$ cat src/rtl/bsu_pkg.sv
`timescale 1ns / 1ps
package bsu_pkg;

   typedef struct packed {
      logic [7:0] in_byte;
      logic       in_last;
   } req_type;

   typedef struct packed {
      logic [7:0] out_byte;
      logic       out_run_last;
   } rsp_type;

   // Text format codes, held while a buffer is being processed.
   typedef enum logic [2:0] {
      FMT_CHECK = 3'd0,
      FMT_U32BE = 3'd1,
      FMT_U32LE = 3'd2,
      FMT_U16BE = 3'd3,
      FMT_U16LE = 3'd4,
      FMT_PASS  = 3'd5
   } fmt_type;

   // Up to six output bytes caused by one input word, first byte at index 0.
   typedef struct packed {
      logic [5:0][7:0] bytes;
      logic [2:0]      count;
   } grp_type;

   localparam int unsigned MAX_BYTES = 6;

   localparam logic [7:0] BOM_FF = 8'hFF;
   localparam logic [7:0] BOM_FE = 8'hFE;
   localparam logic [7:0] BOM_00 = 8'h00;
   localparam logic [7:0] BOM_EF = 8'hEF;
   localparam logic [7:0] BOM_BB = 8'hBB;
   localparam logic [7:0] BOM_BF = 8'hBF;

   localparam logic [12:0] LEAD_BASE = 13'h1F80;
   localparam logic [5:0]  CONT_MASK = 6'h3F;
   localparam logic [1:0]  CONT_TAG  = 2'b10;

   localparam logic [31:0] LIM_SIX   = 32'h0400_0000;
   localparam logic [31:0] LIM_FIVE  = 32'h0020_0000;
   localparam logic [31:0] LIM_FOUR  = 32'h0001_0000;
   localparam logic [31:0] LIM_THREE = 32'h0000_0800;
   localparam logic [31:0] LIM_TWO   = 32'h0000_0080;

endpackage

$ cat src/rtl/bom_sniff_utf_to_utf8.sv
`timescale 1ns / 1ps
// Transcodes one buffer of BOM-marked text to UTF-8, one input byte per word. The first
// four bytes (or fewer, up to the one flagged last) are held for the BOM check; the BOM is
// dropped and, with no BOM, the held bytes are released together. UTF-32 and UTF-16 units
// are emitted as UTF-8 of one to six bytes, while UTF-8 and unmarked text pass through
// without the UTF-8 BOM. After the last byte the block starts a new BOM check. An accepted
// byte is worked on while it sits in the input register, and its output bytes leave one per
// cycle from a shift register unless the output stalls. A byte causes up to four output
// bytes at the BOM decision and up to six for a UTF-32 unit.
module bom_sniff_utf_to_utf8
   import bsu_pkg::*;
(
   input  logic    clock,
   input  logic    reset,
   input  logic    req_valid,
   output logic    req_stall,
   input  req_type req_data,
   output logic    rsp_valid,
   input  logic    rsp_stall,
   output rsp_type rsp_data
);

   logic    grp_valid;
   logic    grp_ready;
   grp_type grp_data;

   bsu_front u_front (
      .clock     (clock),
      .reset     (reset),
      .req_valid (req_valid),
      .req_stall (req_stall),
      .req_data  (req_data),
      .grp_valid (grp_valid),
      .grp_ready (grp_ready),
      .grp_data  (grp_data)
   );

   bsu_serial u_serial (
      .clock     (clock),
      .reset     (reset),
      .grp_valid (grp_valid),
      .grp_ready (grp_ready),
      .grp_data  (grp_data),
      .rsp_valid (rsp_valid),
      .rsp_stall (rsp_stall),
      .rsp_data  (rsp_data)
   );

endmodule

$ cat src/rtl/bsu_enc.sv
`timescale 1ns / 1ps
module bsu_enc
   import bsu_pkg::*;
(
   input  logic [31:0] unit,
   output grp_type     grp
);

   logic [2:0]       k;
   logic [7:0]       lead_hi;
   logic [7:0]       lead_lo;
   logic [5:0][5:0]  chunk;
   logic [2:0]       s;

   always_comb begin
      s = 3'd0;
      // Six-bit slices of the unit; the top slice has only two bits.
      for (int i = 0; i < 5; i++) begin
         chunk[i] = unit[6*i +: 6] & CONT_MASK;
      end
      chunk[5] = {4'b0000, unit[31:30]};

      if (unit >= LIM_SIX) begin
         k = 3'd5;
      end else if (unit >= LIM_FIVE) begin
         k = 3'd4;
      end else if (unit >= LIM_FOUR) begin
         k = 3'd3;
      end else if (unit >= LIM_THREE) begin
         k = 3'd2;
      end else begin
         k = 3'd1;
      end

      lead_hi = 8'((LEAD_BASE >> k) & 13'h00FF);
      unique case (k)
         3'd1:    lead_lo = unit[13:6];
         3'd2:    lead_lo = unit[19:12];
         3'd3:    lead_lo = unit[25:18];
         3'd4:    lead_lo = unit[31:24];
         default: lead_lo = {6'b000000, unit[31:30]};
      endcase

      grp.bytes = '0;
      if (unit < LIM_TWO) begin
         grp.bytes[0] = unit[7:0];
         grp.count    = 3'd1;
      end else begin
         grp.bytes[0] = lead_hi | lead_lo;
         for (int j = 1; j < 6; j++) begin
            s = 3'(k - 3'(j));
            if (3'(j) <= k) begin
               grp.bytes[j] = {CONT_TAG, chunk[s]};
            end
         end
         grp.count = 3'(k + 3'd1);
      end
   end

endmodule

$ cat src/rtl/bsu_front.sv
`timescale 1ns / 1ps
module bsu_front
   import bsu_pkg::*;
(
   input  logic    clock,
   input  logic    reset,
   input  logic    req_valid,
   output logic    req_stall,
   input  req_type req_data,
   output logic    grp_valid,
   input  logic    grp_ready,
   output grp_type grp_data
);

   req_type         item_ff;
   logic            full_ff,  full_in;
   fmt_type         fmt_ff,   fmt_in;
   logic [2:0][7:0] held_ff,  held_in;
   logic [1:0]      cnt_ff,   cnt_in;
   logic [31:0]     uval_ff,  uval_in;
   logic [1:0]      ubc_ff,   ubc_in;
   logic            stop_ff,  stop_in;

   logic            accept;
   logic            adv;
   logic [7:0]      b;
   logic [3:0][7:0] h;
   logic            n4, n3, n2;
   logic            use_enc;
   logic [31:0]     enc_unit;
   logic [31:0]     base;
   logic [31:0]     v;
   logic            unit_done;
   grp_type         enc_grp;
   grp_type         grp;

   bsu_enc u_enc (
      .unit (enc_unit),
      .grp  (enc_grp)
   );

   assign b = item_ff.in_byte;

   always_comb begin
      for (int i = 0; i < 3; i++) begin
         h[i] = (2'(i) == cnt_ff) ? b : held_ff[i];
      end
      h[3] = b;
   end

   assign n4 = (cnt_ff == 2'd3);
   assign n3 = (cnt_ff >= 2'd2);
   assign n2 = (cnt_ff >= 2'd1);

   always_comb begin
      fmt_in    = fmt_ff;
      held_in   = held_ff;
      cnt_in    = cnt_ff;
      uval_in   = uval_ff;
      ubc_in    = ubc_ff;
      stop_in   = stop_ff;
      grp       = '0;
      use_enc   = 1'b0;
      enc_unit  = '0;
      base      = '0;
      v         = '0;
      unit_done = 1'b0;

      unique case (fmt_ff)
         FMT_PASS: begin
            grp.bytes[0] = b;
            grp.count    = 3'd1;
         end
         FMT_U32BE, FMT_U32LE, FMT_U16BE, FMT_U16LE: begin
            if (!stop_ff) begin
               base = (ubc_ff == 2'd0) ? 32'd0 : uval_ff;
               if (fmt_ff == FMT_U32BE || fmt_ff == FMT_U16BE) begin
                  v = {base[23:0], b};
               end else begin
                  case (ubc_ff)
                     2'd0:    v = base | {24'd0, b};
                     2'd1:    v = base | {16'd0, b, 8'd0};
                     2'd2:    v = base | {8'd0, b, 16'd0};
                     default: v = base | {b, 24'd0};
                  endcase
               end
               uval_in = v;
               if (fmt_ff == FMT_U32BE || fmt_ff == FMT_U32LE) begin
                  unit_done = (ubc_ff == 2'd3);
               end else begin
                  unit_done = (ubc_ff == 2'd1);
               end
               if (unit_done) begin
                  ubc_in = 2'd0;
                  if (v == 32'd0) begin
                     stop_in = 1'b1;
                  end else begin
                     use_enc  = 1'b1;
                     enc_unit = v;
                  end
               end else begin
                  ubc_in = 2'(ubc_ff + 2'd1);
               end
            end
         end
         default: begin
            // Still gathering the leading bytes for the BOM check.
            fmt_in = FMT_CHECK;
            for (int i = 0; i < 3; i++) begin
               if (2'(i) == cnt_ff) begin
                  held_in[i] = b;
               end
            end
            cnt_in = 2'(cnt_ff + 2'd1);
            if (n4 || item_ff.in_last) begin
               cnt_in  = 2'd0;
               ubc_in  = 2'd0;
               stop_in = 1'b0;
               if (n4 && h[0] == BOM_00 && h[1] == BOM_00
                      && h[2] == BOM_FE && h[3] == BOM_FF) begin
                  fmt_in = FMT_U32BE;
               end else if (n4 && h[0] == BOM_FF && h[1] == BOM_FE
                      && h[2] == BOM_00 && h[3] == BOM_00) begin
                  fmt_in = FMT_U32LE;
               end else if (n3 && h[0] == BOM_EF && h[1] == BOM_BB
                      && h[2] == BOM_BF) begin
                  fmt_in = FMT_PASS;
                  if (n4) begin
                     grp.bytes[0] = h[3];
                     grp.count    = 3'd1;
                  end
               end else if (n2 && h[0] == BOM_FE && h[1] == BOM_FF) begin
                  fmt_in = FMT_U16BE;
                  if (n4) begin
                     enc_unit = {16'd0, h[2], h[3]};
                  end
               end else if (n2 && h[0] == BOM_FF && h[1] == BOM_FE) begin
                  fmt_in = FMT_U16LE;
                  if (n4) begin
                     enc_unit = {16'd0, h[3], h[2]};
                  end
               end else begin
                  fmt_in = FMT_PASS;
                  for (int i = 0; i < 4; i++) begin
                     grp.bytes[i] = h[i];
                  end
                  grp.count = 3'(cnt_ff) + 3'd1;
               end
               // A full UTF-16 unit follows the two-byte BOM in the held bytes.
               if (n4 && (fmt_in == FMT_U16BE || fmt_in == FMT_U16LE)) begin
                  uval_in = enc_unit;
                  if (enc_unit == 32'd0) begin
                     stop_in = 1'b1;
                  end else begin
                     use_enc = 1'b1;
                  end
               end
            end
         end
      endcase

      if (use_enc) begin
         grp = enc_grp;
      end

      // The end of a buffer brings everything back to the BOM check.
      if (item_ff.in_last) begin
         fmt_in  = FMT_CHECK;
         cnt_in  = 2'd0;
         uval_in = '0;
         ubc_in  = 2'd0;
         stop_in = 1'b0;
      end
   end

   assign grp_data  = grp;
   assign grp_valid = full_ff && (grp.count != 3'd0);
   assign adv       = full_ff && ((grp.count == 3'd0) || grp_ready);
   assign req_stall = full_ff && !adv;
   assign accept    = req_valid && !req_stall;
   assign full_in   = accept || (full_ff && !adv);

   always_ff @(posedge clock) begin
      if (reset) begin
         full_ff <= 1'b0;
         fmt_ff  <= FMT_CHECK;
         cnt_ff  <= 2'd0;
         uval_ff <= '0;
         ubc_ff  <= 2'd0;
         stop_ff <= 1'b0;
      end else begin
         full_ff <= full_in;
         if (adv) begin
            fmt_ff  <= fmt_in;
            cnt_ff  <= cnt_in;
            uval_ff <= uval_in;
            ubc_ff  <= ubc_in;
            stop_ff <= stop_in;
         end
      end
   end

   always_ff @(posedge clock) begin
      if (accept) begin
         item_ff <= req_data;
      end
      if (adv) begin
         held_ff <= held_in;
      end
   end

endmodule

$ cat src/rtl/bsu_serial.sv
`timescale 1ns / 1ps
module bsu_serial
   import bsu_pkg::*;
(
   input  logic    clock,
   input  logic    reset,
   input  logic    grp_valid,
   output logic    grp_ready,
   input  grp_type grp_data,
   output logic    rsp_valid,
   input  logic    rsp_stall,
   output rsp_type rsp_data
);

   logic [5:0][7:0] data_ff;
   logic [2:0]      left_ff;
   logic            take;
   logic            load;

   assign rsp_valid             = (left_ff != 3'd0);
   assign rsp_data.out_byte     = data_ff[0];
   assign rsp_data.out_run_last = (left_ff == 3'd1);

   assign take      = rsp_valid && !rsp_stall;
   // A new group may enter in the cycle the last word of the current one leaves.
   assign grp_ready = (left_ff == 3'd0) || (take && left_ff == 3'd1);
   assign load      = grp_valid && grp_ready;

   always_ff @(posedge clock) begin
      if (reset) begin
         left_ff <= 3'd0;
      end else if (load) begin
         left_ff <= grp_data.count;
      end else if (take) begin
         left_ff <= 3'(left_ff - 3'd1);
      end
   end

   always_ff @(posedge clock) begin
      if (load) begin
         data_ff <= grp_data.bytes;
      end else if (take) begin
         for (int i = 0; i < MAX_BYTES - 1; i++) begin
            data_ff[i] <= data_ff[i + 1];
         end
         data_ff[MAX_BYTES - 1] <= '0;
      end
   end

endmodule
$ cat config.mk
export PLATFORM = sky130hd
export DESIGN_NAME = bom_sniff_utf_to_utf8
export DESIGN_NICKNAME = d
export VERILOG_FILES = /design/src/rtl/bsu_pkg.sv /design/src/rtl/bom_sniff_utf_to_utf8.sv /design/src/rtl/bsu_enc.sv /design/src/rtl/bsu_front.sv /design/src/rtl/bsu_serial.sv
export SDC_FILE = /design/constraint.sdc
export NUM_CORES = 1
export LEC_CHECK = 0
export ABC_AREA = 1
export BUFFER_PORTS_ARGS = -buffer_cell sky130_fd_sc_hd__buf_2
export CORE_MARGIN = 2
export CORE_UTILIZATION = 50
export CTS_CLUSTER_SIZE = 14
export DETAILED_ROUTE_END_ITERATION = 16
export GPL_TIMING_DRIVEN = 1
export PLACE_DENSITY_LB_ADDON = 0.1
export SYNTH_ARGS = -nofsm -noshare
export SYNTH_HDL_FRONTEND = slang
export SYNTH_HIERARCHICAL = 1
export SYNTH_SLANG_ARGS = --single-unit
$ cat constraint.sdc
create_clock -name clock -period 9.98 [get_ports clock]
set_input_delay 0.499 -clock clock [delete_from_list [all_inputs] [get_ports clock]]
set_output_delay 0.499 -clock clock [all_outputs]
set_load 0.05 [all_outputs]
==> results.sh <==
export IMPL_status="completed"
export IMPL_rsz0062_at_grt="false"
export IMPL_ys_flop_type="edfxtp_1"
export IMPL_place_area_um2=10830
export IMPL_min_delay_start="req_data[4]"
export IMPL_grt_max_degree=55
export IMPL_timing_hold_ws_ns=0.2440
export IMPL_timing_hold_violations_final=0
export IMPL_cts_inserted_buffers=17
export IMPL_gp_congestion=1.013
export IMPL_wl_per_cell_um=18.99
export IMPL_diodes=0
export IMPL_ys_seq_elements=125
export IMPL_top_layer="met4"
export IMPL_io_buffers=23
export IMPL_hp_class="input port to register"
export IMPL_die_h_um=151.0
export IMPL_wl_met1_mm=16.40
export IMPL_ir_drop_mv=0.1240
export IMPL_hpwl_mm=27.44
export IMPL_drc=0
export IMPL_r2r_start="u_front/ubc_ff[0]"
export IMPL_die_area_um2=22800
export IMPL_preCtsSetupSlack_ns=2.291
export IMPL_worstSetupStartpointType="register"
export IMPL_cp_common_cell="nand2_1"
export IMPL_crit_arrival_ns=7.97
export IMPL_yosysSeqAreaShare=0.3067
export IMPL_die_x_um=151.0
export IMPL_clk_pin_slew_worst_paths_ns=0.07
export IMPL_start_util=0.5123
export IMPL_slew_headroom=0.1779
export IMPL_drt_total_wl_mm=37.66
export IMPL_critPathMaxStageDelay_ns=0.96
export IMPL_cp_max_fo=54
export IMPL_worst_path_max_delay_cell="nand2_2"
export IMPL_grt_usage=0.3359
export IMPL_viasPerCell=5.693
export IMPL_core_um2=21090
export IMPL_postRouteAntennaNets=0
export IMPL_cts_sinks=125
export IMPL_num_vias=11290
export IMPL_cts_tree="built"
export IMPL_synth_area_leaders="edfxtp_1 23%, nand2_1 17%, nand3_1 9.0%"
export IMPL_power_density_nw_per_um2=249.1
export IMPL_finalSetupTns_ns=0
export IMPL_startpoint="u_front/ubc_ff[0]"
export IMPL_ctsHoldBuffers=0
export IMPL_layout_drive_gt1_share=0.08782
export IMPL_insertion_delay_ns=0.43
export IMPL_crit_path_end_kind="register"
export IMPL_dr_wl_met2_mm=15.98
export IMPL_finalCritPeriodShare=0.7945
export IMPL_critPathKind="register to register"
export IMPL_grt_pass1_vias=10139
export IMPL_synth_edf_count=81
export IMPL_fin_crit_ns=7.929
export IMPL_total_power_mw=2.853
export IMPL_fillers=2201
export IMPL_cts_root_buf="clkbuf_16"
export IMPL_ctsResizeCount=0
export IMPL_yosysTopAreaCellShare=0.2252
export IMPL_synth_area_um2=10800
export IMPL_maxCapViolCount=0
export IMPL_drtIter0Drc=1261
export IMPL_synth_largest_area_cell="edfxtp_1"
export IMPL_final_design_area_no_fill_um2=11450
export IMPL_dr_pass1_iters=6
export IMPL_fmax_mhz=126.1
export IMPL_post_cts_setup_buffer_count=0
export IMPL_drv_slew=0
export IMPL_io_pins=24
export IMPL_nets=1730
export IMPL_worst_slack_ns=2.051
export IMPL_cts_buffer_depth=2
export IMPL_critical_path_required_ns=10.02
export IMPL_area_delta_synth_final_pct=5.988
export IMPL_htreeDepth=4
export IMPL_grt_remaining_overflow=0
export IMPL_netlist_instances=1735
export IMPL_antenna_found_initial=0
export IMPL_fin_worst_skew_ns=0.01627
export IMPL_leakage_nw=5.223
export IMPL_dr_wl_met3_mm=3.696
export IMPL_setup_viol=0
export IMPL_grt_pass1_wl_mm=57.75
export IMPL_synthArstFlopShare=0
export IMPL_yosysWarnings=6
export IMPL_avgSynthCellArea_um2=6.226
export IMPL_num_rows=53
export IMPL_worstMarginPinSlew_ns=1.232
export IMPL_synth_distinct_cells=46
## path summary, 6_finish.rpt
kind         slack (ns)                   end  cells past startpoint
max                2.05  u_serial/data_ff[29]                     34
min reg2reg        0.49   u_serial/left_ff[1]                      2
max reg2reg        2.05  u_serial/data_ff[29]                     34
min                0.24          u_front/b[3]                      1
## flip-flops by register name (all words and copies together) (netlist names)
name and cells:
u_serial/left_ff 3, u_front/cnt_ff 2, u_front/full_ff 1, u_serial/rsp_data 8, u_front/uval_ff 32, u_front/b 8
u_serial/data_ff 40, u_front/fmt_ff 3, u_front/item_ff 1, u_front/held_ff 24, u_front/stop_ff 1, u_front/ubc_ff 2
## power breakdown
group	switching [mW]	internal (mW)
registers	0.0626	0.784
logic	1.02	0.317
clock network	0.287	0.384
## worst max-delay path, delay by kind of cell (launching register included)
family                   cells  cell delay [ns]
AO/OA/AOI/OAI                4             0.61
adder cells (fa/ha/maj)      3             1.32
buffers and inverters       10             2.07
flip-flops                   1             0.34
AND/OR/NAND/NOR             17             3.15
## stage by stage
step                  util  std cells
finish              0.5430       1983
floorplan                -       1739
CTS                 0.5430       1983
global route        0.5430       1983
detailed placement  0.5134       1951
global placement    0.5134       1951
## layout make-up
class | count | area [um^2] | share of cell area
clock buffers | 17 | 425.4 | 0.03715
well taps | 275 | 344.1 | 0.03005
multi-input cells | 1244 | 5944 | 0.5192
repair buffers | 34 | 197.7 | 0.01727
flip-flops and latches | 125 | 3313 | 0.2894
inverters | 273 | 1026 | 0.08961
clock inverters | 15 | 198.9 | 0.01738
## synthesized netlist by cell type (all sizes together), types with 2 or more instances
master	number
nand2	515
inv	269
nor2	230
nand3	199
o21ai	94
edfxtp	81
buf	60
nand4	56
dfxtp	44
clkbuf	37
a21oi	34
ha	22
nor3	21
o22ai	15
o211ai	14
a22oi	8
o221ai	8
o2111ai	7
clkinv	4
nor4	3
a22o	2
nand3b	2
nor3b	2
o31ai	2
## cell usage in the layout (no fill, tap or decap), drive strengths merged, types with 17 or more instances in the layout
master / instances
edfxtp: 81
inv: 278
nand3: 199
buf: 34
ha: 22
nor2: 230
nor3: 21
dfxtp: 44
nand2: 515
a21oi: 34
o21ai: 94
nand4: 56
clkbuf: 17
## routing by layer
layer / GRT usage / up-vias
met3: 0.07892 / 102
li1: - / 5501
met4: 0.1509 / 0
met2: 0.4989 / 596
met5: 0 / -
met1: 0.4636 / 5091
## cell families (layout without fill, tap and decap cells)
family	Yosys count	after routing	share of synthesized area
AOI/OAI and AO/OA	187	187	0.1017
adders and majority gates	22	22	0.02548
and+or+nand+nor	1029	1029	0.4197
buffers and inverters	370	339	0.1452
xor gates and xnor gates	1	1	0.0008109
other	1	5	0.0003471
DFF	125	125	0.3067
Note: power is estimated with default switching activity, not from simulation.
